$ cat config.mk
export PLATFORM = sky130hd
export DESIGN_NAME = multibyte_delimiter_field_splitter_unit
export DESIGN_NICKNAME = d
export VERILOG_FILES = /design/src/sv/fdsu_pkg.sv /design/src/sv/fdsu_front.sv /design/src/sv/fdsu_back.sv /design/src/sv/multibyte_delimiter_field_splitter_unit.sv
export SDC_FILE = /design/constraint.sdc
export NUM_CORES = 1
export LEC_CHECK = 0
export BUFFER_PORTS_ARGS = -buffer_cell sky130_fd_sc_hd__buf_2
export CAP_MARGIN = 20
export CORE_UTILIZATION = 40
export CTS_CLUSTER_SIZE = 20
export DETAILED_ROUTE_END_ITERATION = 12
export SYNTH_ARGS = -nofsm -noshare
export SYNTH_HDL_FRONTEND = slang
export SYNTH_SLANG_ARGS = --single-unit
$ cat constraint.sdc
create_clock -name clock -period 13.45 [get_ports clock]
set_input_delay 2.69 -clock clock [delete_from_list [all_inputs] [get_ports clock]]
set_output_delay 2.69 -clock clock [all_outputs]
set_load 0.01 [all_outputs]
$ cat src/sv/fdsu_pkg.sv
// ----------------------------------------------------------------------------
// fdsu_pkg: shared types and constants of the field splitter
// Item, result and configuration types, register indexes and reset values.
// ----------------------------------------------------------------------------
package fdsu_pkg;

   // Longest delimiter in bytes, and the most bytes held between input beats.
   localparam int DELIM_MAX = 8;
   localparam int HELD_MAX  = DELIM_MAX - 1;

   // Width of a byte count that can hold DELIM_MAX itself.
   localparam int CNT_W = $clog2(DELIM_MAX + 1);
   // Width of an index into the scan window.
   localparam int IDX_W = $clog2(DELIM_MAX);

   // Configuration register indexes.
   localparam logic CSR_DELIM_LEN   = 1'b0;
   localparam logic CSR_DELIM_BYTES = 1'b1;

   // Register reset values: a four byte delimiter "#//#".
   localparam logic [3:0]  DELIM_LEN_RESET   = 4'd4;
   localparam logic [63:0] DELIM_BYTES_RESET = 64'h0000_0000_232F_2F23;

   // Result kinds.
   localparam logic KIND_DATA = 1'b0;
   localparam logic KIND_END  = 1'b1;

   // One input beat.
   typedef struct packed {
      logic [7:0] data_byte;
      logic       record_end;
   } item_type;

   // One result beat.
   typedef struct packed {
      logic       kind;
      logic [7:0] field_byte;
      logic       closes_record;
      logic       last_of_run;
   } result_type;

   // Configuration as seen by the scanner; the length is already clamped.
   typedef struct packed {
      logic [CNT_W-1:0]          eff_len;
      logic [8*DELIM_MAX-1:0]    delim_bytes;
   } cfg_type;

endpackage

$ cat src/sv/fdsu_front.sv
// ----------------------------------------------------------------------------
// fdsu_front: input queue of the field splitter
// Accepts input beats into a two entry queue that feeds the scanner.
// ----------------------------------------------------------------------------
module fdsu_front (
   input  logic               clock,
   input  logic               reset,
   input  logic               push,
   output logic               full,
   input  fdsu_pkg::item_type push_item,
   output logic               head_valid,
   output fdsu_pkg::item_type head_item,
   input  logic               head_take
);

   fdsu_pkg::item_type mem_ff [2];
   logic               wr_ptr_ff, wr_ptr_in;
   logic               rd_ptr_ff, rd_ptr_in;
   logic [1:0]         count_ff, count_in;
   logic               do_push, do_take;

   // Queue status and head entry.
   assign full       = (count_ff == 2'd2);
   assign head_valid = (count_ff != 2'd0);
   assign head_item  = mem_ff[rd_ptr_ff];
   assign do_push    = push && !full;
   assign do_take    = head_take && head_valid;

   // Pointer and fill count update.
   always_comb begin
      wr_ptr_in = wr_ptr_ff ^ do_push;
      rd_ptr_in = rd_ptr_ff ^ do_take;
      count_in  = count_ff + 2'(do_push) - 2'(do_take);
   end

   always_ff @(posedge clock) begin
      if (reset) begin
         wr_ptr_ff <= 1'b0;
         rd_ptr_ff <= 1'b0;
         count_ff  <= 2'd0;
      end else begin
         wr_ptr_ff <= wr_ptr_in;
         rd_ptr_ff <= rd_ptr_in;
         count_ff  <= count_in;
      end
   end

   // Queue storage needs no reset.
   always_ff @(posedge clock) begin
      if (do_push) begin
         mem_ff[wr_ptr_ff] <= push_item;
      end
   end

endmodule

$ cat src/sv/fdsu_back.sv
// ----------------------------------------------------------------------------
// fdsu_back: delimiter scanner of the field splitter
// Scans the held bytes plus the new byte, one result beat per cycle unless
// the output stalls; keeps the unmatched prefix tail for the next input beat.
// ----------------------------------------------------------------------------
module fdsu_back (
   input  logic                 clock,
   input  logic                 reset,
   input  fdsu_pkg::cfg_type    cfg,
   input  logic                 head_valid,
   input  fdsu_pkg::item_type   head_item,
   output logic                 head_take,
   output logic                 out_valid,
   output fdsu_pkg::result_type out_result,
   input  logic                 out_pop
);

   localparam int DM = fdsu_pkg::DELIM_MAX;
   localparam int CW = fdsu_pkg::CNT_W;
   localparam int IW = fdsu_pkg::IDX_W;

   // Scan window: position 0 is the current scan position.
   logic [7:0]           win_ff [DM];
   logic [7:0]           win_in [DM];
   logic [CW-1:0]        cnt_ff, cnt_in;
   logic                 active_ff, active_in;
   logic                 last_ff, last_in;

   // One result waits in the pending slot until it is known whether it is
   // the last one of its input beat.
   logic                 pend_valid_ff, pend_valid_in;
   fdsu_pkg::result_type pend_ff, pend_in;
   logic                 out_valid_ff, out_valid_in;
   fdsu_pkg::result_type out_ff, out_in;

   logic                 out_free, step_ok;
   logic [CW-1:0]        match_len;
   logic                 match_ok;
   logic                 produce, finish, load;
   fdsu_pkg::result_type new_result;
   logic [CW-1:0]        shift_amt;
   logic [7:0]           win_sh [DM];
   logic [CW-1:0]        sh_idx;

   assign out_free = !out_valid_ff || out_pop;
   assign step_ok  = active_ff && (!pend_valid_ff || out_free);

   // Compare the window against the delimiter over min(count, length) bytes.
   always_comb begin
      match_len = (cnt_ff < cfg.eff_len) ? cnt_ff : cfg.eff_len;
      match_ok  = 1'b1;
      for (int k = 0; k < DM; k++) begin
         if ((CW'(k) < match_len) && (win_ff[k] != cfg.delim_bytes[8*k +: 8])) begin
            match_ok = 1'b0;
         end
      end
   end

   // Decide what one scan step does.
   always_comb begin
      produce    = 1'b0;
      finish     = 1'b0;
      shift_amt  = '0;
      last_in    = last_ff;
      new_result = '{kind: fdsu_pkg::KIND_DATA, field_byte: win_ff[0],
                     closes_record: 1'b0, last_of_run: 1'b0};
      priority if (cnt_ff == '0) begin
         if (last_ff) begin
            // Record ends here: close the final field.
            produce    = 1'b1;
            last_in    = 1'b0;
            new_result = '{kind: fdsu_pkg::KIND_END, field_byte: 8'd0,
                           closes_record: 1'b1, last_of_run: 1'b0};
         end else begin
            finish = 1'b1;
         end
      end else if (match_ok && (match_len == cfg.eff_len)) begin
         // Full delimiter match ends a field.
         produce    = 1'b1;
         shift_amt  = cfg.eff_len;
         new_result = '{kind: fdsu_pkg::KIND_END, field_byte: 8'd0,
                        closes_record: 1'b0, last_of_run: 1'b0};
      end else if (match_ok && !last_ff) begin
         // Proper prefix: keep holding the rest.
         finish = 1'b1;
      end else begin
         // Mismatch, or flushing at the end of the record.
         produce   = 1'b1;
         shift_amt = CW'(1);
      end
      if (!step_ok) begin
         produce = 1'b0;
         finish  = 1'b0;
         last_in = last_ff;
      end
   end

   // Window shifted by the consumed byte count.
   always_comb begin
      for (int k = 0; k < DM; k++) begin
         sh_idx    = CW'(k) + shift_amt;
         win_sh[k] = (sh_idx < CW'(DM)) ? win_ff[sh_idx[IW-1:0]] : win_ff[k];
      end
   end

   // A new beat is loaded when idle or in the cycle that finishes the last one.
   assign load      = head_valid && (!active_ff || finish);
   assign head_take = load;

   // Window, count and result slots.
   always_comb begin
      win_in        = win_ff;
      cnt_in        = cnt_ff;
      active_in     = active_ff;
      pend_valid_in = pend_valid_ff;
      pend_in       = pend_ff;
      out_valid_in  = out_valid_ff && !out_pop;
      out_in        = out_ff;

      if (produce) begin
         win_in = win_sh;
         cnt_in = cnt_ff - shift_amt;
         if (pend_valid_ff) begin
            out_valid_in = 1'b1;
            out_in       = pend_ff;
         end
         pend_valid_in = 1'b1;
         pend_in       = new_result;
      end

      if (finish) begin
         active_in = 1'b0;
         if (pend_valid_ff) begin
            out_valid_in       = 1'b1;
            out_in             = pend_ff;
            out_in.last_of_run = 1'b1;
         end
         pend_valid_in = 1'b0;
      end

      if (load) begin
         win_in[cnt_ff[IW-1:0]] = head_item.data_byte;
         cnt_in                 = cnt_ff + CW'(1);
         active_in              = 1'b1;
      end
   end

   always_ff @(posedge clock) begin
      if (reset) begin
         cnt_ff        <= '0;
         active_ff     <= 1'b0;
         last_ff       <= 1'b0;
         pend_valid_ff <= 1'b0;
         out_valid_ff  <= 1'b0;
      end else begin
         cnt_ff        <= cnt_in;
         active_ff     <= active_in;
         last_ff       <= load ? head_item.record_end : last_in;
         pend_valid_ff <= pend_valid_in;
         out_valid_ff  <= out_valid_in;
      end
   end

   // Payload registers need no reset.
   always_ff @(posedge clock) begin
      win_ff  <= win_in;
      pend_ff <= pend_in;
      out_ff  <= out_in;
   end

   assign out_valid  = out_valid_ff;
   assign out_result = out_ff;

endmodule

$ cat src/sv/multibyte_delimiter_field_splitter_unit.sv
// ----------------------------------------------------------------------------
// multibyte_delimiter_field_splitter_unit: record field splitter
// Splits a byte stream of records into fields at a programmable delimiter.
// ----------------------------------------------------------------------------
// Bytes enter through a two entry input queue; a scanner then works on the
// held delimiter prefix plus the new byte and produces one result beat per
// cycle into an output register, unless the output is stalled. An input
// byte is first loaded, then yields one result per scan step, and a byte
// whose results end the scan in a held prefix or an empty window takes one
// more step to finish, which overlaps the load of the next byte. A new byte
// is loaded only once the scan of the last one finishes. The last result of
// each input byte is known only when the scan of that byte ends, so it
// appears with last_of_run set then. Configuration writes take effect at
// once; the user makes them only while no byte is in flight, and the block
// itself does not enforce this. Bytes still held from the current record are
// then rescanned against the new delimiter together with the next byte.
// ----------------------------------------------------------------------------
module multibyte_delimiter_field_splitter_unit (
   input  logic        clock,
   input  logic        reset,
   input  logic        req_push,
   output logic        req_full,
   input  logic [7:0]  req_data_byte,
   input  logic        req_record_end,
   output logic        rsp_empty,
   input  logic        rsp_pop,
   output logic        rsp_kind,
   output logic [7:0]  rsp_field_byte,
   output logic        rsp_closes_record,
   output logic        rsp_last_of_run,
   input  logic        csr_write_en,
   input  logic        csr_index,
   input  logic [63:0] csr_data
);

   localparam int CW = fdsu_pkg::CNT_W;

   logic [3:0]           delim_len_ff, delim_len_in;
   logic [63:0]          delim_bytes_ff, delim_bytes_in;
   fdsu_pkg::cfg_type    cfg;
   fdsu_pkg::item_type   push_item, head_item;
   logic                 head_valid, head_take;
   logic                 out_valid;
   fdsu_pkg::result_type out_result;

   // Configuration registers.
   always_comb begin
      delim_len_in   = delim_len_ff;
      delim_bytes_in = delim_bytes_ff;
      if (csr_write_en) begin
         unique case (csr_index)
            fdsu_pkg::CSR_DELIM_LEN:   delim_len_in   = csr_data[3:0];
            fdsu_pkg::CSR_DELIM_BYTES: delim_bytes_in = csr_data;
            default: ;
         endcase
      end
   end

   always_ff @(posedge clock) begin
      if (reset) begin
         delim_len_ff   <= fdsu_pkg::DELIM_LEN_RESET;
         delim_bytes_ff <= fdsu_pkg::DELIM_BYTES_RESET;
      end else begin
         delim_len_ff   <= delim_len_in;
         delim_bytes_ff <= delim_bytes_in;
      end
   end

   // Clamp the length: zero acts as one, anything longer saturates.
   always_comb begin
      if (delim_len_ff == 4'd0) begin
         cfg.eff_len = CW'(1);
      end else if ({1'b0, delim_len_ff} > 5'(fdsu_pkg::DELIM_MAX)) begin
         cfg.eff_len = CW'(fdsu_pkg::DELIM_MAX);
      end else begin
         cfg.eff_len = CW'(delim_len_ff);
      end
      cfg.delim_bytes = delim_bytes_ff;
   end

   assign push_item = '{data_byte: req_data_byte, record_end: req_record_end};

   fdsu_front u_front (
      .clock      (clock),
      .reset      (reset),
      .push       (req_push),
      .full       (req_full),
      .push_item  (push_item),
      .head_valid (head_valid),
      .head_item  (head_item),
      .head_take  (head_take)
   );

   fdsu_back u_back (
      .clock      (clock),
      .reset      (reset),
      .cfg        (cfg),
      .head_valid (head_valid),
      .head_item  (head_item),
      .head_take  (head_take),
      .out_valid  (out_valid),
      .out_result (out_result),
      .out_pop    (rsp_pop)
   );

   // Result beat on the output ports.
   assign rsp_empty         = !out_valid;
   assign rsp_kind          = out_result.kind;
   assign rsp_field_byte    = out_result.field_byte;
   assign rsp_closes_record = out_result.closes_record;
   assign rsp_last_of_run   = out_result.last_of_run;

endmodule
==> results by group, run 1 <==
Critical path
  • Combined buffer and inverter count along the critical path: 3
  • Type of origin of the critical path: flop
  • Delay contributed by the slowest stage of the critical path: 0.80 ns
  • WP data required: 13.75 ns
  • Series of cell instances along the critical path: and2b_1 -> inv_1 -> ha_1 -> o211a_4 -> nor2_1 -> a21o_1 -> a32oi_2 -> mux2_2 -> o21ai_4 -> ha_2 -> buf_4 -> inv_1 -> nand2_1 -> or3_1 -> o311ai_0 -> nor3_1 -> o21ai_1 -> o211ai_1
  • Category of cells accounting for the largest share of critical-path delay: compound AO/OA/AOI/OAI gates
  • Setup Crit Path Kind: reg -> reg
  • Slowest cell on crit path: sky130_fd_sc_hd__inv_1
  • Critical Path End Type: flop
  • Arrival @ worst endpoint: 6.98 ns
  • Maximum fanout along the worst path: 62
  • Most frequent cell on the critical path: sky130_fd_sc_hd__inv_1

Floorplanning
  • Height of the die: 174 µm
  • Area of the placeable core: 28900 µm²
  • Die span in x: 174 µm
  • # IOs: 92
  • Area enclosed by the die boundary: 30300 µm²
  • Number of standard-cell rows in the floorplan: 62
  • Initial cell density of the core: 40.9%

Place
  • Number of buffers inserted by port buffering: 91
  • Global placement routability congestion: 0.951
  • Detailed placement HPWL: 30.2 mm
  • Placed standard-cell area: 12500 µm²
  • Pre-CTS setup slack: 6.89 ns

Logic synthesis
  • Synth top area cells: sky130_fd_sc_hd__dfxtp_1 24%, sky130_fd_sc_hd__edfxtp_1 9.9%, sky130_fd_sc_hd__mux2i_1 7.4%, sky130_fd_sc_hd__nand2_1 7.4%, sky130_fd_sc_hd__a21oi_1 3.8%
  • Synth Warn #: 0
  • Area fraction of the dominant cell type after synthesis: 24.4%
  • Share of synthesized area occupied by flip-flops and latches: 34.3%
  • Number of enable-type register cells in the synthesized netlist: 39
  • Most used flip-flop cell after synthesis: sky130_fd_sc_hd__dfxtp_1
  • Synthesized netlist cell count: 1449
  • Average size of a mapped cell: 8.17 µm²
  • Mapped Area: 11800 µm²
  • Total of flip-flops plus latches after synthesis: 183
  • Syn_nets: 1546
  • Share of synthesized flip-flops with an asynchronous set or reset: 0%
  • Dominant cell type by area after synthesis: sky130_fd_sc_hd__dfxtp_1
  • Number of distinct library cells after synthesis: 78

Detailed routing
  • Number of iterations in the first detailed-routing pass: 5
  • Via count: 11499
  • Final wirelength: 43.0 mm
  • Remaining antenna violation count: 0
  • Drc violations: 0
  • Routed wire per std cell: 23.2 µm
  • Avg Vias per Cell: 6.19
  • DRC violation total after the first TritonRoute iteration: 1329

Timing
  • Transition time at the pin with the least slew margin: 1.11 ns
  • Final count of hold timing violations: 0
  • Crit path setup slack, layout: 6.78 ns
  • Max transition margin: 24.1%
  • Maximum clock frequency: 150 MHz
  • Total setup violations reported at the end of the flow: 0
  • Setup TNS Final: 0 ns
  • Post-layout minimum cycle time: 6.67 ns
  • Final max-slew violation count: 0
  • Final cycle utilization of the critical path: 49.6%
  • Setup repair after global routing missed its margin: no
  • Fin Clk Skew: 0.0167 ns

GRT
  • Initial antenna violation count: 0
  • Wire length of the first global-routing pass: 65.3 mm
  • Pin count of the biggest net entering global routing: 81
  • Total GRT Usage: 28.3%
  • Via count of the first global-routing pass: 10538
  • Total congestion overflow: 0

Hold path
  • Worst hold path type: reg -> reg

Layout
  • Filler cell count in the final layout: 2903
  • Final net count: 1557
  • Area delta synth->final: 10.4%
  • Inserted Diodes: 0
  • Utilization of the core after routing: 45.2%
  • Area of all placed cells without fillers: 13100 µm²
  • Ratio of cells with drive above 1 in the final layout: 14.3%

Clock network
  • Number of setup buffers added after CTS: 0
  • H-Tree Level Count: 4
  • Resized cells post-CTS: 0
  • Number of buffers inserted for hold repair after clock tree synthesis: 0
  • Number of CTS-inserted buffers: 17
  • Cell at the root of the clock tree: sky130_fd_sc_hd__clkbuf_16
  • TritonCTS clock tree: done
  • Clock slew at reported path FFs: 0.08 ns
  • Clock sinks: 183
  • Number of buffers on the longest clock path: 2
  • Clock latency on the worst-skew pair: 0.46 ns

Power and ir drop
  • VDD IR max: 0.348 mV
  • PnR Total Power: 0.00401 W
  • Ratio of total power to cell area: 307 nW/µm²
  • LEAKAGE: 5.12 nW

Flow run
  • Max-cap violations: 0

Outcome
  • Status: completed
## sequential cells by signal (all words and copies together) (netlist names), named ones only
signal	flops
delim_bytes_ff	64
delim_len_ff	4
u_back.active_ff	1
u_back.cnt_ff	4
u_back.last_ff	1
u_back.out_valid	1
u_back.pend_ff	10
u_back.pend_valid_ff	1
u_back.win_ff	64
u_front.count_ff	2
u_front.mem_ff	18
u_front.rd_ptr_ff	1
u_front.wr_ptr_ff	1
## cell families (layout without fill, tap and decap cells)
kind of cell / count (synthesis) / count (layout) / share of synthesized area (%)
AO/OA/AOI/OAI: 320 / 320 / 19.0
flip-flops: 183 / 183 / 34.3
XOR/XNOR: 74 / 74 / 5.60
adder cells (fa/ha/maj): 18 / 18 / 1.97
multiplexers: 118 / 118 / 11.1
AND/OR/NAND/NOR: 586 / 586 / 22.9
buffers and inverters: 150 / 174 / 5.15
## area by class of cell
cell class	instances	area [µm²]	share of cell area, %
well taps	384	480	3.68
multi-input cells	1116	7210	55.1
clock inverters	15	190	1.46
flip-flops and latches	183	4050	31.0
clock buffers	17	425	3.25
inverters	33	124	0.948
repair buffers	109	591	4.52
## cells in the mapped netlist (32+ instances only)
cell type	instances
sky130_fd_sc_hd__mux2i_1	88
sky130_fd_sc_hd__or3_1	32
sky130_fd_sc_hd__xnor2_1	37
sky130_fd_sc_hd__clkbuf_1	90
sky130_fd_sc_hd__nand3_1	47
sky130_fd_sc_hd__dfxtp_1	144
sky130_fd_sc_hd__a21oi_1	91
sky130_fd_sc_hd__xor2_1	35
sky130_fd_sc_hd__edfxtp_1	39
sky130_fd_sc_hd__nor3_1	56
sky130_fd_sc_hd__nand2_1	234
sky130_fd_sc_hd__o21ai_0	46
sky130_fd_sc_hd__nor2_1	116
## placed cells by master, fill, tap and decap left out, types with 39 or more instances in the layout
master                     instances
sky130_fd_sc_hd__dfxtp_1         144
sky130_fd_sc_hd__mux2i_1          86
sky130_fd_sc_hd__nor3_1           56
sky130_fd_sc_hd__edfxtp_1         39
sky130_fd_sc_hd__o21ai_0          46
sky130_fd_sc_hd__nand2_1         233
sky130_fd_sc_hd__nor2_1          116
sky130_fd_sc_hd__a21oi_1          90
sky130_fd_sc_hd__nand3_1          47
sky130_fd_sc_hd__buf_2            91
## through the flow
step	cells	hold WS, ns
floorplan	1449	0.448
global placement	1825	0.457
detailed placement	1825	0.459
CTS	1857	0.470
global route	1857	0.487
finish	1857	0.467
## routing by layer
| metal | share of wire, % | GRT usage (%) | vias to the layer above |
|---|---|---|---|
| met4 | 5.7 | 16.4 | 0 |
| met2 | 42 | 41.9 | 682 |
| met1 | 42 | 38.3 | 5430 |
| li1 | - | - | 5253 |
| met3 | 10 | 5.31 | 134 |
| met5 | 0 | 0 | - |
## worst min-delay path: cells and delay by family, from the launching register on
| family | cells | cell delay [ns] |
|---|---|---|
| AO/OA/AOI/OAI | 1 | 0.05 |
| AND/OR/NAND/NOR | 1 | 0.05 |
| flip-flops | 1 | 0.32 |
## power breakdown
group	switching (W)	leakage [nW]	internal, W
registers	0.000351	1.56	0.000727
clock network	0.000277	0.296	0.000256
logic	0.00152	3.26	0.000876
total	0.00215	5.12	0.00186
## worst paths after layout
check	depth (start not counted)	slack, ns	to	start
worst max-delay path	18	6.78	u_back.win_ff[3]	delim_len_ff[3]
worst min-delay path	2	0.47	delim_bytes_ff[45]	delim_bytes_ff[45]
worst max register to register	18	6.78	u_back.win_ff[3]	delim_len_ff[3]
worst min register to register	2	0.47	delim_bytes_ff[45]	delim_bytes_ff[45]
(Power assumes the default switching activity.)
==> inputs of run 2 (changes only) <==
- clock period: 13.45 -> 6.6 ns (I/O delays scaled with it)
==> results by group, run 2 (same netlist as run 1, synthesis figures left out) <==
Critical path
  • Series of cell instances along the critical path: and2b_1 -> inv_1 -> ha_1 -> o211a_4 -> nor2_1 -> a21o_1 -> a32oi_2 -> mux2_2 -> o21ai_4 -> buf_4 -> inv_2 -> ha_1 -> xor2_2 -> nor3b_2 -> a221oi_1
  • Delay contributed by the slowest stage of the critical path: 0.70 ns
  • WP data required: 6.91 ns
  • Type of origin of the critical path: flop
  • Slowest cell on crit path: sky130_fd_sc_hd__dfxtp_1
  • Setup Crit Path Kind: reg -> reg
  • Critical Path End Type: flop
  • Maximum fanout along the worst path: 63
  • Most frequent cell on the critical path: sky130_fd_sc_hd__ha_1
  • Arrival @ worst endpoint: 6.19 ns

Timing
  • Fin Clk Skew: 0.0147 ns
  • Final max-slew violation count: 0
  • Final count of hold timing violations: 0
  • Total setup violations reported at the end of the flow: 0
  • Final cycle utilization of the critical path: 89.1%
  • Setup repair after global routing missed its margin: no
  • Setup TNS Final: 0 ns
  • Max transition margin: 15.0%
  • Maximum clock frequency: 170 MHz
  • Transition time at the pin with the least slew margin: 1.24 ns
  • Worst hold slack: 0.471 ns
  • Post-layout minimum cycle time: 5.88 ns

Clock network
  • H-Tree Level Count: 4
  • TritonCTS clock tree: done
  • Number of CTS-inserted buffers: 17
  • Cell at the root of the clock tree: sky130_fd_sc_hd__clkbuf_16
  • Clock sinks: 183
  • Number of buffers inserted for hold repair after clock tree synthesis: 0
  • Resized cells post-CTS: 0
  • Number of setup buffers added after CTS: 0
  • Clock latency on the worst-skew pair: 0.46 ns
  • Clock slew at reported path FFs: 0.09 ns
  • Number of buffers on the longest clock path: 2

GRT
  • Via count of the first global-routing pass: 10816
  • Total congestion overflow: 0
  • Total GRT Usage: 30.1%
  • Pin count of the biggest net entering global routing: 81
  • Wire length of the first global-routing pass: 68.5 mm
  • Initial antenna violation count: 0

Power and ir drop
  • Combinational group share of total power: 61.0%
  • Proportion of power drawn by flip-flops and latches: 25.8%
  • Internal power of the cells: 0.00388 W
  • Clock Power Share: 13.2%
  • Net Switching: 0.00449 W
  • LEAKAGE: 5.20 nW
  • VDD IR max: 0.303 mV
  • Ratio of total power to cell area: 634 nW/µm²
  • Fraction of power spent switching nets: 53.6%

Detailed routing
  • Routed wire per std cell: 24.2 µm
  • Avg Vias per Cell: 6.15
  • Via count: 11493
  • Number of iterations in the first detailed-routing pass: 6
  • DRC violation total after the first TritonRoute iteration: 1428
  • Drc violations: 0
  • Remaining antenna violation count: 0
  • Final wirelength: 45.2 mm

Floorplanning
  • Area enclosed by the die boundary: 30300 µm²
  • Area of the placeable core: 28900 µm²
  • # IOs: 92
  • Die span in x: 174 µm
  • Height of the die: 174 µm
  • Initial cell density of the core: 40.9%
  • Number of standard-cell rows in the floorplan: 62

Place
  • Placed standard-cell area: 12600 µm²
  • Detailed placement HPWL: 32.4 mm
  • Number of buffers inserted by port buffering: 91
  • Global placement routability congestion: 0.953

Hold path
  • Worst hold path type: reg -> reg

Layout
  • Largest registers ranked by flip-flop count: delim_bytes_ff: 64 flops, u_back.win_ff: 64 flops, u_front.mem_ff: 18 flops
  • Area of the multi-input gates: 7200 µm²
  • Area of all placed cells without fillers: 13200 µm²
  • Most common cell after layout, fill and taps aside: sky130_fd_sc_hd__nand2_1
  • Area delta synth->final: 11.5%
  • Final net count: 1569
  • Inserted Diodes: 0
  • Register area: 4050 µm²
  • Utilization of the core after routing: 45.6%
  • Ratio of cells with drive above 1 in the final layout: 14.9%
  • Commonest cells after routing, fill and taps aside: 233 x sky130_fd_sc_hd__nand2_1, 144 x sky130_fd_sc_hd__dfxtp_1, 116 x sky130_fd_sc_hd__nor2_1
  • Filler cell count in the final layout: 2889

Flow run
  • Max-cap violations: 0

Outcome
  • Status: completed
[run 2: power groups by stage]
stage	sequential [W]	combinational, W	clock [W]
CTS	0.00211	0.00497	0.00112
global route	0.00216	0.00551	0.00116
floorplan	0.00172	0.00373	0
global placement	0.00214	0.00491	0
finish	0.00216	0.00511	0.00110
detailed placement	0.00214	0.00495	0
[run 2: stage by stage]
step / total power, W / instances / setup WS, ns
after CTS: 0.00820 / 1869 / 0.837
after floorplan: 0.00545 / 1449 / 0.937
final: 0.00837 / 1869 / 0.719
after detailed placement: 0.00709 / 1837 / 0.865
after global routing: 0.00884 / 1869 / 0.413
after global placement: 0.00706 / 1835 / 0.980
[run 2: critical path: cells and delay by family, from the launching register on]
kind	cells	cell delay [ns]
AO/OA/AOI/OAI	5	1.36
XOR/XNOR	1	0.58
buffers and inverters	3	0.83
multiplexers	1	0.68
AND/OR/NAND/NOR	3	0.95
adder cells (fa/ha/maj)	2	0.57
flip-flops	1	0.70
[run 2: final cells by class]
| class | count | area share, % |
|---|---|---|
| multi-input combinational | 1116 | 54.6 |
| sequential | 183 | 30.7 |
| timing repair buffer | 121 | 5.26 |
| tap | 384 | 3.64 |
| clock buffer | 18 | 3.42 |
| clock inverter | 14 | 1.40 |
| inverter | 33 | 0.939 |
[run 2: worst paths after layout]
path | startpoint | end | slack, ns | cells after the start
setup / recovery | delim_len_ff[3] | u_back.win_ff[21] | 0.72 | 15
hold / removal | delim_bytes_ff[36] | delim_bytes_ff[36] | 0.47 | 2
setup reg to reg | delim_len_ff[3] | u_back.win_ff[21] | 0.72 | 15
hold reg to reg | delim_bytes_ff[36] | delim_bytes_ff[36] | 0.47 | 2
[run 2: layer usage]
metal	vias to the layer above	global-route usage [%]	wire length (µm)
li1	5277	-	-
met1	5449	40.7	19200
met2	628	44.4	19300
met3	139	6.36	4250
met4	0	16.8	2500
met5	-	0	0
